<file path="src/sv/lkof_pkg.sv">
`timescale 1ns / 1ps
// Shared widths, payload types and register codes for the optical flow block.
// No dependencies.
package lkof_pkg;

  localparam int MAX_WIDTH = 1024;
  localparam int FRAC_BITS = 8;
  localparam int XW        = $clog2(MAX_WIDTH);
  localparam int YW        = 12;
  localparam int WCW       = 11;
  localparam int HCW       = 12;
  localparam int CDW       = 12;
  localparam int PXW       = 8;
  localparam int GW        = 11;          // fx, fy, ft
  localparam int SW        = 23;          // sum of three products
  localparam int TW        = 25;          // 3x3 window total
  localparam int MW        = 2 * TW;      // window product
  localparam int NW        = MW + 1;      // determinant and numerators
  localparam int DW        = 48;          // positive determinant
  localparam int QB        = 17;          // quotient bits kept
  localparam int SH        = QB - FRAC_BITS;
  localparam int CW        = NW + SH;
  localparam int CNTW      = $clog2(QB + 1);
  localparam int OW        = 16;

  localparam logic [WCW-1:0] RESET_WIDTH  = WCW'(640);
  localparam logic [HCW-1:0] RESET_HEIGHT = HCW'(480);

  typedef enum logic [0:0] {
    REG_WIDTH  = 1'b0,
    REG_HEIGHT = 1'b1
  } reg_idx_t;

  typedef logic signed [GW-1:0] grad_t;
  typedef logic signed [SW-1:0] csum_t;
  typedef logic signed [TW-1:0] tsum_t;

  typedef struct packed {
    grad_t fx;
    grad_t fy;
    grad_t ft;
  } grad3_t;

  typedef struct packed {
    csum_t xx;
    csum_t yy;
    csum_t xy;
    csum_t xt;
    csum_t yt;
  } csum5_t;

  typedef struct packed {
    tsum_t xx;
    tsum_t yy;
    tsum_t xy;
    tsum_t xt;
    tsum_t yt;
  } tsum5_t;

  // One interior pixel handed from front to back
  typedef struct packed {
    tsum5_t          t;
    logic [YW-1:0]   row;
    logic [XW-1:0]   col;
    logic            last;
  } work_t;

endpackage

</file>
<file path="src/sv/lkof_queue.sv">
`timescale 1ns / 1ps
// Two-entry queue of window totals between front and back.
// Depends on lkof_pkg.
module lkof_queue (
  input  logic             clk,
  input  logic             rst,
  input  logic             push,
  input  lkof_pkg::work_t  push_data,
  output logic             full,
  input  logic             pop,
  output logic             not_empty,
  output lkof_pkg::work_t  pop_data
);

  lkof_pkg::work_t entry [2];
  logic            wr_ptr, rd_ptr;
  logic [1:0]      count;

  assign full      = (count == 2'd2);
  assign not_empty = (count != 2'd0);
  assign pop_data  = entry[rd_ptr];

  // Store pushed beats
  always_ff @(posedge clk) begin
    if (push) begin
      entry[wr_ptr] <= push_data;
    end
  end

  // Advance pointers and fill level
  always_ff @(posedge clk) begin
    if (rst) begin
      wr_ptr <= 1'b0;
      rd_ptr <= 1'b0;
      count  <= 2'd0;
    end else begin
      if (push) begin
        wr_ptr <= ~wr_ptr;
      end
      if (pop) begin
        rd_ptr <= ~rd_ptr;
      end
      case ({push, pop})
        2'b10:   count <= count + 2'd1;
        2'b01:   count <= count - 2'd1;
        default: count <= count;
      endcase
    end
  end

endmodule

</file>
<file path="config.mk">
export PLATFORM = sky130hd
export DESIGN_NAME = lkof_queue
export DESIGN_NICKNAME = d
export VERILOG_FILES = /design/src/sv/lkof_pkg.sv /design/src/sv/lkof_queue.sv
export SDC_FILE = /design/constraint.sdc
export NUM_CORES = 1
export LEC_CHECK = 0
export BUFFER_PORTS_ARGS = -buffer_cell sky130_fd_sc_hd__buf_4
export CAP_MARGIN = 10
export CORE_MARGIN = 5
export CORE_UTILIZATION = 51
export CTS_CLUSTER_SIZE = 12
export DETAILED_ROUTE_END_ITERATION = 12
export PLACE_DENSITY = 0.78
export SETUP_SLACK_MARGIN = 0.05
export SYNTH_ARGS = -nofsm -noshare
export SYNTH_HDL_FRONTEND = slang
export SYNTH_SLANG_ARGS = --single-unit
</file>
<file path="constraint.sdc">
create_clock -name clk -period 23.1 [get_ports clk]
set_clock_uncertainty 0.2 [all_clocks]
set_input_delay 5.775 -clock clk [delete_from_list [all_inputs] [get_ports clk]]
set_output_delay 5.775 -clock clk [all_outputs]
set_load 0.03 [all_outputs]
</file>
==> impl_results.md <==
- Synthesized area: 10900 um2
- Worst-Margin Slew: roughly 1.0 ns
- Inst Count DP: roughly 1.0k
- Initial antenna violation count: 1
- Avg Vias per Cell: 5.10
- Slew Limit Fails: 0
- Post-synthesis register bit count: 301
- DP Wirelength: between 10000 and 15000 um
- Synth Instances: 482
- Die Wd: about 160 um
- Slew headroom: 0.313
- Worst-Skew Late Latency: 0.53 ns
- Design area: 14300 um2
- Worst r2r dst: entry[1][26]
- Worst endpoint data arrival time: 2.52 ns
- Synthesized Nets: 635
- Total negative slack: 0 ns
- Initial DRT Pass Iterations: 4
- Remaining global-route overflow: 0
- Final Routed Wirelength: around 22000 um
- Row count: 53
- Post-Place Cell Area: 13400 um2
- Setup-failing EPs final: 0
- Min Tclk post-route: 8.49 ns
- Clock sink count: 301
- # hold bufs at CTS: 0
- Max_cap viols: 0
- CP required: roughly 17 ns
- Via count: 5583
- HP Class: reg2reg
- Clock slew at reported path FFs: approximately 0.06 ns
- Crit share post-route: 0.368
- Final Hold Viols: 0
- Drt drc: 0
- Hold-critical path depth: 2
- Maximum vdd drop: 0.0612 mV
- Die footprint: 24400 um2
- Leakage power: 5.32 nW
- Crit Reg-Reg Startpoint: wr_ptr
- RSZ-0062 raised after global routing: no
- Wire per inst: slightly below 20 um
- Io pins: 302
- Max Fclk: 0.118 GHz
- DRT antenna net count: 0
- Vias in the first global route: 6103
- Inserted Diodes: 0
- YS warnings: 0
- Synth-to-Final Area Change: 30.9%
- Max Fanout on Critical Path: 60
- WHS Endpoint: count[1]
- R2R cell count: 3
- Clock buffer depth: 3
- Crit path kind: reg2out
- # resized after CTS: 0
- Port Buf Inserts: 301
- Core Footprint: about 21000 um2
- CTS tree: built
- Status: finished, final reports clean
- Finished Layout Cells: 1095
- All-Layer GR Usage: 0.170
- Hold path start: count[1]
- Synth cell types: 17
- Pwr Density: between 80 and 90 nW/um2
- R2R setup slack: ~20 ns
- Sequential fraction of the synthesis area: 0.823
- Initial DRC Count: roughly 280
- Top post-synthesis cells by area: edfxtp_1, mux2_2, buf_6
- Share of post-route cells with drive strength above 1: 0.602
- Clock root buffer: clkbuf_16
- CTS Buf Count: 30
- Vert. Die Dim: 156 um
- Yosys top cell by area: edfxtp_1
- Post-CTS Setup Repair Bufs: 0
- Top-area cell type share of the netlist area: 0.814
- Total Nets Final: 958
- Initial Utilization: 0.519
- Global-route wire length before repair: approximately 32000 um
- Startpoint types: flop
- Htree depth: 1
- GP Congestion: 0.788
- Pin count of the biggest net entering global routing: between 70 and 80
- Syn avg cell area: between 20 and 25 um2
- Crit. End Element: primary output
worst max-delay path by stage:
stage	to	slack, ns	depth (start not counted)
6_report	pop_data[94]	14.61	3
4_1_cts	pop_data[94]	14.57	3
3_3_place_gp	entry[1][41]	14.75	4
2_1_floorplan	entry[0][0]	10.21	2
5_1_grt	pop_data[93]	14.47	3
3_5_place_dp	entry[1][75]	14.66	4
sequential cells by signal, summed over array words and instances, names as in the netlist, named ones only:
| name | flops |
|---|---|
| entry | 296 |
| count | 2 |
| rd_ptr | 1 |
| wr_ptr | 1 |
metal layers:
| metal | GRT usage | vias to the layer above | part of all wire |
|---|---|---|---|
| met4 | 0.0455 | 2 | 0.022 |
| met2 | 0.296 | 230 | 0.51 |
| met5 | 0 | - | 0.00060 |
| met3 | 0.0567 | 36 | 0.095 |
| met1 | 0.206 | 2760 | 0.37 |
| li1 | - | 2555 | - |
through the flow:
stage / util / total power (W) / hold WS [ns] / setup slack (ns)
after floorplan: - / 0.000782 / 0.256 / 10.21
after global placement: 0.639 / 0.000853 / 0.273 / 14.75
after detailed placement: 0.639 / 0.000858 / 0.302 / 14.66
after CTS: 0.680 / 0.00129 / 0.324 / 14.57
after global routing: 0.680 / 0.00133 / 0.360 / 14.47
final: 0.680 / 0.00128 / 0.317 / 14.61
cell usage after synthesis (all sizes together):
| cell | count |
|---|---|
| or3 | 1 |
| a21oi | 1 |
| dfxtp | 5 |
| xnor2 | 3 |
| and2b | 1 |
| ha | 1 |
| and2 | 1 |
| nor2 | 5 |
| mux2 | 148 |
| xor2 | 1 |
| o21ai | 1 |
| inv | 1 |
| or2 | 1 |
| buf | 16 |
| edfxtp | 296 |
cell type report:
class | instances | area [um2]
tap | 275 | 344
sequential | 301 | 8990
multi-input combinational | 164 | 1780
inverter | 1 | 3.75
clock buffer | 43 | 821
clock inverter | 4 | 47.5
fill | 1356 | 6730
timing repair buffer | 307 | 2300
power by group:
group	internal (W)	switching, W	total (W)
combinational	0.0000823	0.000114	0.000197
clock	0.000254	0.000176	0.000431
sequential	0.000638	0.00000968	0.000648
total	0.000975	0.000300	0.00128
worst max-delay path, stage by stage (launching register included):
cell,delay (ns)
dfxtp_4,0.64
buf_4,0.70
mux2_2,0.43
buf_4,0.17
placed cells by master (no fill, tap or decap), drive strengths merged:
master,count
a21oi,1
and2,1
and2b,1
buf,307
bufinv,1
clkbuf,43
clkinv,2
dfxtp,5
edfxtp,296
ha,1
inv,2
mux2,148
nor2,5
o21ai,1
or2,1
or3,1
xnor2,3
xor2,1
logic make-up after synthesis:
logic type      Yosys count  share of synthesized area
simple gates              9                    0.00424
mux                     148                      0.153
compound gates            2                   0.000916
flops                   301                      0.823
fa+ha+maj                 1                    0.00115
buf+inv                  17                     0.0143
xor+xnor                  4                    0.00321
No activity file was read; power rests on OpenSTA's default activity.
